<file path="src/sv/sem_pkg.sv">
// shared types, constants and state encodings for the rgb sobel edge block
// no dependencies
package sem_pkg;

  localparam int MAX_WIDTH  = 1024;
  localparam int ADDR_W     = $clog2(MAX_WIDTH);
  localparam int MAX_HEIGHT = 4096;
  localparam int NUM_LANES  = 3;
  localparam int PIX_W      = 8 * NUM_LANES;

  // above this sum of squares the rounded root is past the cap
  localparam logic [20:0] SAT_LIMIT = 21'd65280;
  localparam logic [7:0]  MAG_CAP   = 8'd255;

  localparam logic CMD_PIXEL = 1'b0;
  localparam logic CMD_DRAIN = 1'b1;

  localparam logic [1:0] CFG_WIDTH  = 2'd0;
  localparam logic [1:0] CFG_HEIGHT = 2'd1;

  typedef logic [7:0] mag_t;

  typedef struct packed {
    logic last;
    logic eof;
  } out_flags_t;

  typedef enum logic [2:0] {
    ST_IDLE,
    ST_PIX_LOAD,
    ST_ZSHIFT,
    ST_DRN_RD,
    ST_DRN_SHIFT,
    ST_CALC,
    ST_ROOT
  } sem_state_t;

  typedef enum logic [2:0] {
    LN_IDLE,
    LN_SQX,
    LN_SQY,
    LN_SAT,
    LN_ROOT,
    LN_ROUND
  } lane_state_t;

endpackage

</file>
<file path="src/sv/sem_merge.sv">
// merging stage: gathers the three lane magnitudes and flags into the output register
// depends on sem_pkg
module sem_merge (
  input  logic                clk,
  input  logic                rst_n,
  input  logic                load,
  input  sem_pkg::mag_t       mag [sem_pkg::NUM_LANES],
  input  sem_pkg::out_flags_t flags,
  input  logic                out_stall,
  output logic                free,
  output logic                out_valid,
  output logic [7:0]          out_red,
  output logic [7:0]          out_green,
  output logic [7:0]          out_blue,
  output logic                out_end_of_run,
  output logic                out_end_of_frame
);
  import sem_pkg::*;

  logic       valid_r, valid_nxt;
  mag_t       mag_r [NUM_LANES];
  out_flags_t flags_r;

  assign free = !valid_r || !out_stall;

  always_comb begin
    valid_nxt = valid_r;
    if (load) valid_nxt = 1'b1;
    else if (!out_stall) valid_nxt = 1'b0;
  end

  always_ff @(posedge clk) begin
    if (!rst_n) begin
      valid_r <= 1'b0;
    end else begin
      valid_r <= valid_nxt;
    end
  end

  always_ff @(posedge clk) begin
    if (load) begin
      mag_r   <= mag;
      flags_r <= flags;
    end
  end

  assign out_valid        = valid_r;
  assign out_red          = mag_r[0];
  assign out_green        = mag_r[1];
  assign out_blue         = mag_r[2];
  assign out_end_of_run   = flags_r.last;
  assign out_end_of_frame = flags_r.eof;

endmodule

</file>
<file path="config.mk">
export PLATFORM = sky130hd
export DESIGN_NAME = sem_merge
export DESIGN_NICKNAME = d
export VERILOG_FILES = /design/src/sv/sem_pkg.sv /design/src/sv/sem_merge.sv
export SDC_FILE = /design/constraint.sdc
export NUM_CORES = 1
export LEC_CHECK = 0
export BUFFER_PORTS_ARGS = -buffer_cell sky130_fd_sc_hd__buf_2
export CAP_MARGIN = 20
export CORE_MARGIN = 10
export CORE_UTILIZATION = 38
export DETAILED_ROUTE_END_ITERATION = 7
export PLACE_DENSITY = 0.75
export SLEW_MARGIN = 5
export SYNTH_ARGS = -nofsm -noshare
export SYNTH_HDL_FRONTEND = slang
export SYNTH_SLANG_ARGS = --single-unit
</file>
<file path="constraint.sdc">
create_clock -name clk -period 0.8 [get_ports clk]
set_input_delay 0.04 -clock clk [delete_from_list [all_inputs] [get_ports clk]]
set_output_delay 0.04 -clock clk [all_outputs]
set_load 0.02 [all_outputs]
</file>
==> summary.md, run 1 <==
| Metric | Value |
|---|---|
| Max Clk Rate | 1060 MHz |
| Cell taking the most area after synthesis | edfxtp_1 |
| Least-Margin Pin Slew | ~140 ps |
| Placed Cells | between 100 and 150 |
| Synth Instances | 30 |
| Net Count, Synth | 60 |
| DIE AREA | 4400 um^2 |
| Drt pass-1 iters | 2 |
| LEAKAGE | 0.703 nW |
| Setup ws final | -147 ps |
| Synthesized area | 816 um^2 |
| Crit. End Element | output port |
| DR WL/cell | 15.8 um |
| Vias in the first global route | 728 |
| Max Cap Viol | 0 |
| Max IR drop VDD | between 0.001 and 0.0015 V |
| Fin crit share | 118% |
| Pwr Total | between 2 and 3 mW |
| Most frequent cells in the layout | 32 x buf_2, 28 x dlygate4sd3_1, 26 x edfxtp_1 |
| Layout cells sized above 1 | 54.1% |
| Maximum number of pins on one net before global-route repair | 17 |
| FF+latch count, synth | 27 |
| Final nets | 153 |
| Root Driver | clkbuf_4 |
| Final Hold Viols | 0 |
| Synth Area in Adders | 0% |
| Comb pwr share | about a fifth |
| P_sw | approximately 0.68 mW |
| Post-DRT Antenna Nets | 0 |
| CTS max path bufs | 2 |
| Hold_ws | about 120 ps |
| Final setup violation count | 28 |
| Failing checks | setup timing |
| Clk pwr share | 19.3% |
| Post-route DRC | 0 |
| Critical-path cell list | buf_6 |
| Initial Util | 40.7% |
| First-pass GRT wire length | 3.49 mm |
| Worst path slowest cell | edfxtp_1 |
| Power Dens Cells | approximately 1700 nW/um^2 |
| Die Wd | 66.3 um |
| Post-synthesis mux area share | 0% |
| Worst EP required | 760 ps |
| Post-Route Skew | 0 ps |
| Row count | 16 |
| Complex-gate fraction of the synthesized area | 0.613% |
| CTS sink count | 27 |
| Drt total wl | 2.35 mm |
| Tot GR Track Use | between 10% and 20% |
| YS warnings | 0 |
| Avg Synthesized Cell Area | 27.2 um^2 |
| Path type of the worst setup path | flop to output port |
| Leading cell type in the layout, fill and taps excluded | buf_2 |
| RSZ-0062 raised after global routing | yes |
| PortBufs | 57 |
| Area grow syn2layout | 102% |
| Largest family of logic cells by synthesized area | simple AND/OR/NAND/NOR gates |
| Worst-path clk slew | 130 ps |
| Clk Latency, worst-skew pair | 320 ps |
| Post-synthesis xor/xnor area fraction | 0% |
| Post-synthesis sequential area ratio | a little under 100% |
| Max_slew headroom | between 90% and 100% |
| Sequential share of power | 59.8% |
| CP Max Fanout | 1 |
| Initial antenna violation count | 0 |
| CTS H-tree lvls | 1 |
| Vias | ~630 |
| Final global-route overflow total | 0 |
| Fin cells | approximately 150 |
| Net Sw Frac | roughly a quarter |
| Slew Limit Fails | 0 |
| Largest stage delay, worst path | between 400 and 500 ps |
| Minimum clock period | 947 ps |
| Diodes inserted | 0 |
| Arr. time, crit path | 910 ps |
| Vias per inst | about 4.2 |
| Worst setup SP type | flop |
| HP Class | input pin to flop |
| Core footprint | about 2000 um^2 |
| Synth area leaders | edfxtp_1 96%, dfxtp_1 2.5%, nor2b_1 0.77% |
| Internal | between 2 and 2.5 mW |
| Ports | 58 |
| Library cells used by synthesis | 5 |
| Area fraction in and, or, nand and nor cells after synthesis | under 10% |
| Status | finished with violations |
| Top cell type's share of synthesized area | 95.7% |
| DIE HEIGHT | roughly 66 um |
| Crit-path leading delay family | flip-flops |
| WP buf/inv | 1 |
| TritonCTS buffer count | 3 |
| Iter 0 DRT Violations | 6 |
| Gpl congestion | 0.654 |
| CTS tree | done |
## worst reg2reg max path, delay by kind of cell (launching register included)
family	cells	cell delay, ps
compound gates	1	100
buf+inv	1	130
flops	1	350
simple gates	1	60
## cell usage after synthesis
master    count
a21oi_1       1
dfxtp_1       1
edfxtp_1     26
nand2_1       1
nor2b_1       1
## logic make-up (layout without fill, tap and decap cells)
family | count (synthesis) | after routing
buffers and inverters | 0 | 92
flip-flops | 27 | 27
AND/OR/NAND/NOR | 2 | 2
AO/OA/AOI/OAI | 1 | 1
## power by group through the flow
stage | registers, mW | logic [mW] | clock network (mW)
2_1_floorplan | 1.88 | 0.00755 | 0
3_3_place_gp | 1.72 | 0.377 | 0
3_5_place_dp | 1.73 | 0.386 | 0
4_1_cts | 1.70 | 0.526 | 0.569
5_1_grt | 1.73 | 0.640 | 0.626
6_report | 1.72 | 0.605 | 0.554
## metal layers
| metal | vias up | global-route usage (%) | routed length, um |
|---|---|---|---|
| li1 | 304 | - | - |
| met1 | 293 | 8.63 | 766 |
| met2 | 30 | 20.5 | 1310 |
| met3 | 4 | 5.42 | 236 |
| met4 | 0 | 4.71 | 33 |
| met5 | - | 0 | 0 |
## registers in the layout, summed over array words and instances, names as in the netlist
| signal | cells |
|---|---|
| out_end_of_run | 1 |
| out_red | 8 |
| out_blue | 8 |
| out_valid | 1 |
| out_end_of_frame | 1 |
| out_green | 8 |
## path summary, 6_finish.rpt
| check | startpoint | endpoint | slack [ps] | cells after the start |
|---|---|---|---|---|
| setup / recovery | out_green[5] | out_green[5] | -150 | 1 |
| hold / removal | load | out_red[7] | 120 | 2 |
| setup reg to reg | out_valid | out_valid | 60 | 3 |
| hold reg to reg | out_valid | out_valid | 670 | 3 |
## cell type report
type,instances,area [um^2]
sequential,27,802
clock buffer,3,22.5
fill,115,354
clock inverter,1,5.00
timing repair buffer,88,766
tap,27,33.8
multi-input combinational,3,18.8
## metrics by stage
stage	setup WS, ps	utilization, %	area (um^2)	TNS, ps
CTS	-141	76.4	1530	-3150
global placement	167	58.7	1170	0
floorplan	118	-	816	0
finish	-147	82.3	1650	-2990
detailed placement	152	58.7	1170	0
global route	-187	82.3	1650	-4180
## timing repair
action,in CTS,in global routing
setup endpoints to repair,28,28
hold buffers,28,0
endpoints found under the hold margin,27,0
buffers inserted,0,1
gates resized for setup,16,35
No activity file was read; power rests on OpenSTA's default activity.
==> run 2: changes to the inputs <==
- CORE_UTILIZATION: 38 -> 40
- PLACE_DENSITY: 0.75 -> 0.79
- clock period: 0.8 -> 1.18 ns (I/O delays scaled with it)
==> run 2 against run 1 <==
The run now ends clean. Global-route usage rose by 0.52 points. First-iteration DRC count rose by 33%. Sequential power fell by 33%. Total power fell by 36%. Sequential share of layout area rose by 6.8 points. Combinational power fell by 47%. Clock skew did not move. Clock power fell by 31%. Worst setup slack improved by 270 ps. Final area fell by 12%. Utilization fell by 7.9 points.
==> summary.md, run 2 (same netlist as run 1, synthesis figures left out) <==
| Metric | Value |
|---|---|
| RSZ-0062 raised after global routing | no |
| Status | finished, final reports clean |
| Minimum clock period | 1060 ps |
| Post-DRT Antenna Nets | 0 |
| Vias in the first global route | 740 |
| Initial Util | 42.0% |
| Power Dens Cells | 1280 nW/um^2 |
| Final global-route overflow total | 0 |
| Area of the multi-input gates | 18.8 um^2 |
| Ports | 58 |
| PortBufs | 57 |
| Beginning of the worst hold path | out_stall |
| HP Class | input pin to flop |
| Met2 Use GR | 23.2% |
| Post-route DRC | 0 |
| CTS sink count | 27 |
| TritonCTS buffer count | 3 |
| Initial antenna violation count | 0 |
| FF-to-FF End | out_valid |
| Clk Latency, worst-skew pair | 310 ps |
| Max_slew headroom | 60.7% |
| GR Util met3 | 3.73% |
| Tot GR Track Use | between 10% and 20% |
| Drt total wl | 2.49 mm |
| Final nets | 150 |
| Leading cell type in the layout, fill and taps excluded | buf_2 |
| Row count | 16 |
| Max Cap Viol | 0 |
| Area grow syn2layout | 77.1% |
| Post-Route Skew | 0 ps |
| Fin crit share | between 80 and 90% |
| Diodes inserted | 0 |
| CTS H-tree lvls | 1 |
| Die Wd | 65.2 um |
| Core footprint | between 1500 and 2000 um^2 |
| Iter 0 DRT Violations | 8 |
| Met1 GRT Util | 8.62% |
| Most used routing layer in global routing | met2 |
| Root Driver | clkbuf_4 |
| Worst-path clk slew | around 140 ps |
| Placed Cells | roughly 110 |
| DIE AREA | between 4000 and 5000 um^2 |
| Least-Margin Pin Slew | 590 ps |
| Max IR drop VDD | 0.000955 V |
| Crit. End Element | output port |
| First-pass GRT wire length | 3.57 mm |
| Vias per inst | approximately 4.2 |
| DIE HEIGHT | 65.2 um |
| Post-route setup TNS | 0 ps |
| DR WL/cell | 17.0 um |
| Register Area | around 800 um^2 |
| Critical R2R Launch | out_valid |
| Drt pass-1 iters | 3 |
| Max Clk Rate | 943 MHz |
| Worst setup SP type | flop |
| Fin cells | approximately 150 |
| Most frequent cells in the layout | 57 x buf_2, 27 x dlygate4sd3_1, 26 x edfxtp_1 |
| Maximum number of pins on one net before global-route repair | 28 |
| R2R Setup Slk | 540 ps |
| Vias | 620 |
| Final setup violation count | 0 |
| Layout cells sized above 1 | 53.8% |
| CTS max path bufs | 2 |
| Arr. time, crit path | 1000 ps |
| Gpl congestion | 0.642 |
| CP Max Fanout | 3 |
| CTS tree | done |
| LEAKAGE | 0.628 nW |
| CP startpoint | out_valid |
| FF-to-FF path depth | 2 |
| Worst EP required | about 1100 ps |
| Final Hold Viols | 0 |
| Critical Path End | free |
| Slew Limit Fails | 0 |
| Path type of the worst setup path | flop to output port |
| Filler cells | 127 |
==> run 2: cell count changes in the layout (fill, tap and decap cells not counted) <==
cell / before / now
buf_12: 2 / 0
buf_2: 32 / 57
dlygate4sd3_1: 28 / 27
buf_4: 2 / 1
buf_6: 24 / 0
==> run 2: area by class of cell <==
class,count,area share (%)
clock buffer,3,1.56
clock inverter,1,0.346
multi-input combinational,3,1.30
sequential,27,55.5
tap,27,2.34
timing repair buffer,85,39.0
==> run 2: how the worst min path moves through the flow <==
| stage | end | slack (ps) | depth (start not counted) |
|---|---|---|---|
| global route | out_valid | 40 | 3 |
| detailed placement | out_end_of_run | 240 | 1 |
| finish | out_valid | 30 | 3 |
| floorplan | out_blue[0] | 160 | 0 |
| CTS | out_red[1] | 270 | 1 |
| global placement | out_red[1] | 240 | 1 |
==> run 2: report_power, final <==
part           switching [mW]  total, mW  internal, mW
logic                   0.175      0.320         0.145
registers              0.0199       1.15          1.13
clock network           0.254      0.381         0.127
total                   0.449       1.85          1.40
==> run 2: worst max-delay path, stage by stage (launching register included) <==
cell and delay (ps):
dfxtp_2 360, buf_4 130, nand2_1 40, buf_2 160
==> run 2: repair_timing <==
| action | in CTS | in global routing |
|---|---|---|
| endpoints found under the setup margin | 0 | 1 |
| gates resized for setup | 0 | 2 |
| hold buffers | 28 | 0 |
| buffers inserted | 0 | 1 |
| hold endpoints to repair | 27 | 0 |
==> run 2: metrics by stage <==
step | utilization, % | hold slack, ps | worst slack [ps] | area, um^2 | total power, mW
floorplan | - | 158 | 497 | 816 | 1.28
global placement | 58.4 | 236 | 311 | 1130 | 1.41
detailed placement | 58.4 | 237 | 273 | 1130 | 1.42
CTS | 74.3 | 267 | 29.2 | 1440 | 1.85
global route | 74.4 | 39.8 | 73.7 | 1450 | 1.93
finish | 74.4 | 30.6 | 119 | 1450 | 1.85
==> run 2: routing by layer <==
metal	share of wire (%)	routed length, um
met3	6.8	168
met4	1.4	36
met1	31	780
met2	60	1500
met5	0	0
