`src/sv/sem_pkg.sv`:
```
// shared types, constants and state encodings for the rgb sobel edge block
// no dependencies
package sem_pkg;

  localparam int MAX_WIDTH  = 1024;
  localparam int ADDR_W     = $clog2(MAX_WIDTH);
  localparam int MAX_HEIGHT = 4096;
  localparam int NUM_LANES  = 3;
  localparam int PIX_W      = 8 * NUM_LANES;

  // above this sum of squares the rounded root is past the cap
  localparam logic [20:0] SAT_LIMIT = 21'd65280;
  localparam logic [7:0]  MAG_CAP   = 8'd255;

  localparam logic CMD_PIXEL = 1'b0;
  localparam logic CMD_DRAIN = 1'b1;

  localparam logic [1:0] CFG_WIDTH  = 2'd0;
  localparam logic [1:0] CFG_HEIGHT = 2'd1;

  typedef logic [7:0] mag_t;

  typedef struct packed {
    logic last;
    logic eof;
  } out_flags_t;

  typedef enum logic [2:0] {
    ST_IDLE,
    ST_PIX_LOAD,
    ST_ZSHIFT,
    ST_DRN_RD,
    ST_DRN_SHIFT,
    ST_CALC,
    ST_ROOT
  } sem_state_t;

  typedef enum logic [2:0] {
    LN_IDLE,
    LN_SQX,
    LN_SQY,
    LN_SAT,
    LN_ROOT,
    LN_ROUND
  } lane_state_t;

endpackage

```
`src/sv/sem_lane.sv`:
```
// one colour lane: sobel gradients, sum of squares and iterative rounded square root
// depends on sem_pkg
module sem_lane (
  input  logic          clk,
  input  logic          rst_n,
  input  logic          start,
  input  sem_pkg::mag_t px [9],
  output logic          done,
  output sem_pkg::mag_t mag
);
  import sem_pkg::*;

  lane_state_t st_r, st_nxt;
  logic [9:0]  ax_r, ay_r;
  logic [20:0] n_r;
  logic [7:0]  res_r;
  logic [2:0]  bit_r;
  logic        done_r;

  logic [9:0]  xp, xn, yp, yn;
  logic [9:0]  mul_a, mul_b;
  logic [19:0] prod;
  logic [7:0]  cand;

  assign xp = 10'(px[2]) + {1'b0, px[5], 1'b0} + 10'(px[8]);
  assign xn = 10'(px[0]) + {1'b0, px[3], 1'b0} + 10'(px[6]);
  assign yp = 10'(px[6]) + {1'b0, px[7], 1'b0} + 10'(px[8]);
  assign yn = 10'(px[0]) + {1'b0, px[1], 1'b0} + 10'(px[2]);

  assign cand = res_r | (8'd1 << bit_r);
  assign prod = mul_a * mul_b;

  always_comb begin
    st_nxt = st_r;
    case (st_r)
      LN_IDLE:  if (start) st_nxt = LN_SQX;
      LN_SQX:   st_nxt = LN_SQY;
      LN_SQY:   st_nxt = LN_SAT;
      LN_SAT:   st_nxt = (n_r > SAT_LIMIT) ? LN_IDLE : LN_ROOT;
      LN_ROOT:  if (bit_r == 3'd0) st_nxt = LN_ROUND;
      LN_ROUND: st_nxt = LN_IDLE;
      default:  st_nxt = LN_IDLE;
    endcase
  end

  // one shared multiplier per lane
  always_comb begin
    mul_a = '0;
    mul_b = '0;
    case (st_r)
      LN_SQX: begin
        mul_a = ax_r;
        mul_b = ax_r;
      end
      LN_SQY: begin
        mul_a = ay_r;
        mul_b = ay_r;
      end
      LN_ROOT: begin
        mul_a = 10'(cand);
        mul_b = 10'(cand);
      end
      LN_ROUND: begin
        mul_a = 10'(res_r);
        mul_b = 10'(res_r);
      end
      default: begin
        mul_a = '0;
        mul_b = '0;
      end
    endcase
  end

  always_ff @(posedge clk) begin
    if (!rst_n) begin
      st_r   <= LN_IDLE;
      done_r <= 1'b0;
    end else begin
      st_r <= st_nxt;
      if (st_r == LN_IDLE && start) done_r <= 1'b0;
      if (st_r == LN_SAT && n_r > SAT_LIMIT) done_r <= 1'b1;
      if (st_r == LN_ROUND) done_r <= 1'b1;
    end
  end

  always_ff @(posedge clk) begin
    case (st_r)
      LN_IDLE: begin
        if (start) begin
          ax_r <= (xp >= xn) ? xp - xn : xn - xp;
          ay_r <= (yp >= yn) ? yp - yn : yn - yp;
        end
      end
      LN_SQX: n_r <= 21'(prod);
      LN_SQY: n_r <= n_r + 21'(prod);
      LN_SAT: begin
        if (n_r > SAT_LIMIT) begin
          res_r <= MAG_CAP;
        end else begin
          res_r <= '0;
          bit_r <= 3'd7;
        end
      end
      LN_ROOT: begin
        if (21'(prod) <= n_r) res_r <= cand;
        bit_r <= bit_r - 3'd1;
      end
      LN_ROUND: begin
        // round half up: n above r*r + r
        if (n_r > 21'(prod) + 21'(res_r)) res_r <= res_r + 8'd1;
      end
      default: begin
      end
    endcase
  end

  assign done = done_r;
  assign mag  = res_r;

endmodule

```
`config.mk`:
```
export PLATFORM = sky130hd
export DESIGN_NAME = sem_lane
export DESIGN_NICKNAME = d
export VERILOG_FILES = /design/src/sv/sem_pkg.sv /design/src/sv/sem_lane.sv
export SDC_FILE = /design/constraint.sdc
export NUM_CORES = 1
export LEC_CHECK = 0
export BUFFER_PORTS_ARGS = -buffer_cell sky130_fd_sc_hd__buf_2
export CORE_ASPECT_RATIO = 0.75
export CORE_MARGIN = 2
export CORE_UTILIZATION = 50
export CTS_CLUSTER_DIAMETER = 60
export CTS_CLUSTER_SIZE = 8
export DETAILED_ROUTE_END_ITERATION = 12
export HOLD_SLACK_MARGIN = 0.06
export PLACE_DENSITY = 0.7
export SLEW_MARGIN = 25
export SYNTH_ARGS = -nofsm -noshare
export SYNTH_HDL_FRONTEND = slang
export SYNTH_SLANG_ARGS = --single-unit
```
`constraint.sdc`:
```
create_clock -name clk -period 12.4 [get_ports clk]
set_input_delay 0 -clock clk [delete_from_list [all_inputs] [get_ports clk]]
set_output_delay 0 -clock clk [all_outputs]
set_load 0.01 [all_outputs]
```
==> reports/metrics.csv, run 1 <==
metric;value;unit
hpwl;23.1;mm
via_count;9388;
synth_ff_type;edfxtp_1;
synth_edf_count;52;
antenna_cells;0;
yosysSeqAreaShare;0.146;
drc_errors;0;
gp_congestion;0.921;
hold_viol;0;
die_h;134;um
grt_max_degree;32;
rrSetupSlack;2.46;ns
finalSetupTns;0;ns
postRouteAntennaNets;0;
syn_inst;1295;
cts_tree;yes;
clock.fmax;101;MHz
post_cts_buffers;0;
syn_avg_cell_area;8.71;um2
pwr-share-clk;0.076;
fin_ws;2.46;ns
placed_area;12000;um2
totalWireLength;27.3;mm
numCtsBuffers;5;
first_pass_iters;5;
arrival;10.01;ns
dpl.cell_count;1652;
io_pins;84;
finalSetupViolCount;0;
drive_above_1_share;0.0922;
core.rowCount;47;
grt_first_pass_wirelength;45.0;mm
clkLatencyLatePin;0.32;ns
min_path_type;input pin to register;
slowest_stage;dfxtp_1;
critPathLaunchType;register;
grtUsageTotal;0.236;
multi_input_comb_area;8840;um2
cts_hold_buffers;1;
path_max_fanout;16;
status;completed;
fin_util;0.550;
power.density;169;nW/um2
slowest_delay;0.79;ns
period_minus_slack;9.94;ns
antenna_found_initial;0;
grt_pass1_vias;9021;
start_util;0.510;
fin_worst_skew;0.0150;ns
drv_cap;0;
die_area;23800;um2
port_buffers;75;
cts.repair.resized;0;
cts.sinks;56;
sw_frac_of_total;0.505;
p_leak;6.01;nW
via_per_inst;5.65;
post-place-ws;2.57;ns
wl_per_cell;16.5;um
crit_required;12.48;ns
synth-async-reset-ratio;0;
ys_seq_elements;56;
synth_common_cells;195 x ha_1, 195 x inv_1, 109 x a21oi_1, 95 x nand2_1, 84 x fa_1;
power_frac_comb;0.759;
fin_cells;1661;
drt_iter0_markers;922;
nFillCells;2044;
crit_family;adder cells;
tightest_slew;0.948;ns
synth_area;11300;um2
cts.htree.levels;2;
regArea;1640;um2
ys_warn_count;0;
ys_types;82;
slew_headroom;0.366;
clk_pin_slew;0.08;ns
netlist.top_cell.by_area;ha_1;
syn2layout_area_growth;7.84;%
cts_buffer_depth;2;
syn-num-nets;1649;
core_area;22100;um2
p_sw;1.04;mW
period_share;0.801;
die_w;177;um
worstSetupPathType;register to register;
intPower;1.02;mW
synthTopCellsByArea;ha_1 22%, fa_1 15%, edfxtp_1 14%;
rsz0062_at_grt;no;
slew_viol_final;0;
p_seq_frac;0.165;
root_buffer;clkbuf_16;
post-route-cell-area;12200;um2
cp-end-kind;register;
overflow;0;
final_nets;1720;
netlist.area_leader.share;0.216;
ir_drop;0.0811;mV
critPathBufInv;5;
## power groups by stage
stage / registers [mW] / logic [mW] / clock network [mW]
after floorplan: 0.325 / 1.19 / 0
after global placement: 0.342 / 1.50 / 0
after detailed placement: 0.342 / 1.54 / 0
after CTS: 0.339 / 1.55 / 0.159
after global routing: 0.345 / 1.75 / 0.164
final: 0.339 / 1.56 / 0.156
## flip-flops by register name, summed over array words and instances (netlist names)
register  count
n_r          21
ax_r         10
ay_r         10
mag           8
bit_r         3
st_r          3
done          1
## cell type report
type / count / area share
Clock buffer: 5 / 0.0103
Tap cell: 294 / 0.0302
Inverter: 195 / 0.0602
Sequential cell: 56 / 0.135
Multi-Input combinational cell: 1026 / 0.727
Timing Repair Buffer: 82 / 0.0354
Clock inverter: 3 / 0.00226
## logic make-up after synthesis
| kind of cell | Yosys count | synth area share |
|---|---|---|
| compound gates | 318 | 0.188 |
| xor+xnor | 92 | 0.0714 |
| fa+ha+maj | 279 | 0.365 |
| buf+inv | 213 | 0.0721 |
| flops | 56 | 0.146 |
| mux | 17 | 0.0156 |
| simple gates | 320 | 0.142 |
## tightest hold or removal path, delay by kind of cell
kind / cells / cell delay (ns)
and+or+nand+nor: 3 / 0.17
buffers and inverters: 1 / 0.12
AOI/OAI and AO/OA: 1 / 0.11
## metrics by stage
step | total power [mW] | hold WS [ns]
final | 2.06 | 0.140
after global routing | 2.26 | 0.192
after CTS | 2.05 | 0.119
after detailed placement | 1.88 | 0.307
after global placement | 1.84 | 0.302
after floorplan | 1.51 | 0.122
## cell usage in the layout (no fill, tap or decap), types with 9 or more instances in the layout
master | synthesis | routed
a21oi_1 | 109 | 108
nor2_1 | 78 | 77
nand2_1 | 95 | 94
inv_1 | 195 | 195
nand4_1 | 14 | 14
nand3_1 | 19 | 19
nand2b_1 | 18 | 18
and2_1 | 9 | 9
nor2b_1 | 18 | 18
mux2i_1 | 12 | 12
xor2_1 | 36 | 36
o21bai_1 | 25 | 25
edfxtp_1 | 52 | 52
a21o_1 | 44 | 44
ha_1 | 195 | 195
fa_1 | 84 | 84
a31oi_1 | 12 | 12
o21ai_0 | 54 | 54
buf_2 | 2 | 75
nor3_1 | 16 | 16
xnor2_1 | 56 | 56
## per-layer routing
layer  vias up  part of all wire  track usage
li1       4611                 -            -
met3        22             0.069       0.0363
met2       280              0.42        0.355
met5         -                 0            0
met1      4475              0.50        0.364
met4         0            0.0096       0.0351
## path summary, 6_finish.rpt
check	start	cells after the start	to
hold reg to reg	bit_r[0]$_SDFFCE_PP1P_	1	bit_r[0]$_SDFFCE_PP1P_
setup reg to reg	st_r[2]$_SDFFE_PN0P_	36	mag[4]$_DFFE_PP_
setup / recovery	st_r[2]$_SDFFE_PN0P_	36	mag[4]$_DFFE_PP_
hold / removal	start	5	st_r[0]$_SDFFE_PN0P_
Note: power is estimated with default switching activity, not from simulation.
==> run 2, diff against run 1 <==
ABC_AREA = 1   (was unset)
PLACE_DENSITY = 0.73   (was 0.7)
clock period = 8.1 ns   (was 12.4 ns; I/O delays follow)
==> reports/metrics.csv, run 2 <==
metric;value;unit
status;completed;
ys_warn_count;0;
dr_wl_met2;12.7;mm
grt_max_degree;22;
synth_area;11500;um2
fin_cells;1960;
antenna_found_initial;0;
finalSetupViolCount;0;
io_pins;84;
antenna_cells;0;
tightest_slew;1.04;ns
fin_ws;0.364;ns
synth-async-reset-ratio;0;
core_area;22300;um2
power.density;303;nW/um2
post-place-ws;-0.334;ns
start_util;0.515;
top_register;n_r;
wl_per_cell;16.2;um
port_buffers;75;
hpwl;27.2;mm
numCtsBuffers;5;
slowest_stage;fa_1;
slew_viol_final;0;
syn_avg_cell_area;7.70;um2
largest_register_ffs;21;
first_pass_iters;5;
root_buffer;clkbuf_16;
min_from;start;
core.rowCount;47;
die_w;179;um
gp_congestion;0.974;
grt_first_pass_wirelength;51.1;mm
syn-num-nets;1845;
synthTopCellsByArea;ha_1 21%, fa_1 15%, edfxtp_1 14%;
syn2layout_area_growth;16.6;%
grtUsageTotal;0.269;
yosysSeqAreaShare;0.143;
synth.most_common_cell;inv_1;
totalWireLength;31.8;mm
overflow;0;
cts_tree;yes;
ys_seq_elements;56;
fin_worst_skew;0.0106;ns
ys_types;53;
p_leak;6.87;nW
timing.critical_path.mode_cell;inv_1;
slew_headroom;0.308;
critPathLaunchType;register;
cp-end-kind;register;
via_count;10572;
drt_iter0_markers;1066;
final_common_cell;inv_1;
slowest_delay;0.54;ns
cts.htree.levels;2;
hold_viol;0;
critPathBufInv;11;
clkLatencyLatePin;0.31;ns
drc_errors;0;
via_per_inst;5.39;
syn_inst;1491;
die_area;24200;um2
postRouteAntennaNets;0;
cts_buffer_depth;2;
final_cell_mix;295 x inv_1, 185 x ha_1, 183 x nand2_1, 131 x nor2_1, 123 x a21oi_1;
min_path_type;input pin to register;
clock.fmax;129;MHz
crit_family;adder cells;
cts.sinks;56;
synth_ff_type;edfxtp_1;
drv_cap;0;
synth_edf_count;52;
dpl.cell_count;1942;
netlist.area_leader.share;0.213;
grt_pass1_vias;10135;
final_nets;2019;
die_h;135;um
crit_required;8.15;ns
worstReg2RegStart;bit_r[0]$_SDFFCE_PP1P_;
reg_top3;n_r x21, ax_r x10, ay_r x10;
worstSetupPathType;register to register;
path_max_fanout;8;
period_minus_slack;7.74;ns
top_layer;met4;
netlist.top_cell.by_area;ha_1;
ir_drop;0.182;mV
drive_above_1_share;0.166;
period_share;0.955;
arrival;7.79;ns
clk_pin_slew;0.08;ns
synth_common_cells;297 x inv_1, 195 x ha_1, 188 x nand2_1, 143 x nor2_1, 131 x a21oi_1;
drt-met1-wl;15.9;mm
route.met3.wl;2.87;mm
startpoint;bit_r[0]$_SDFFCE_PP1P_;
run 2: cell count changes after synthesis, sizes merged, moves of 28 or more:
cell	delta
nand3	+37
nor2	+70
a21o	-36
nand2	+98
o21ai	+28
inv	+109
xnor2	-32
run 2: cell families after synthesis:
family | synth area share
simple gates | 0.174
buf+inv | 0.105
compound gates | 0.147
xor+xnor | 0.0616
fa+ha+maj | 0.359
flops | 0.143
mux | 0.0107
run 2: worst min-delay path: stages:
cell	delay, ns
buf_2	0.12
nand2_1	0.08
a221oi_1	0.08
nor2_1	0.08
run 2: metrics by stage:
stage | utilization | cell area (um2) | hold slack (ns) | power [mW] | setup TNS (ns)
final | 0.601 | 13400 | 0.0785 | 4.06 | 0
after global routing | 0.601 | 13400 | 0.113 | 4.45 | -0.237
after CTS | 0.587 | 13100 | 0.0801 | 3.88 | 0
after detailed placement | 0.578 | 12900 | 0.306 | 3.63 | -2.67
after global placement | 0.578 | 12900 | 0.288 | 3.56 | -0.0992
after floorplan | - | 11500 | 0.160 | 2.69 | 0
run 2: routing by layer:
| layer | vias up | GRT usage |
|---|---|---|
| li1 | 5234 | - |
| met1 | 4918 | 0.430 |
| met2 | 396 | 0.387 |
| met3 | 24 | 0.0370 |
| met4 | 0 | 0.0379 |
| met5 | - | 0 |
run 2: worst paths after layout:
check                       to  slack (ns)  cells after the start
max          n_r[18]$_DFFE_PN_        0.36                     40
min          done$_SDFFE_PN0P_        0.08                      4
max reg2reg  n_r[18]$_DFFE_PN_        0.36                     40
min reg2reg  done$_SDFFE_PN0P_        0.52                      2
run 2: layout make-up:
| class | instances | area (um2) |
|---|---|---|
| clock buffer | 5 | 125 |
| clock inverter | 3 | 22.5 |
| fill | 1994 | 8900 |
| inverter | 306 | 1150 |
| multi-input combinational | 1115 | 8880 |
| sequential | 56 | 1640 |
| tap | 294 | 368 |
| timing repair buffer | 181 | 1190 |
run 2: report_power, final:
| part | internal [mW] | switching (mW) |
|---|---|---|
| logic | 1.27 | 2.01 |
| clock network | 0.116 | 0.113 |
| registers | 0.482 | 0.0715 |
| total | 1.86 | 2.20 |
run 2: timing repair:
| item | CTS | global route |
|---|---|---|
| pin swaps | 0 | 26 |
| setup buffers | 1 | 8 |
| hold endpoints to repair | 4 | 0 |
| setup endpoints to repair | 8 | 12 |
| gates resized for setup | 2 | 67 |
| hold buffers | 1 | 0 |
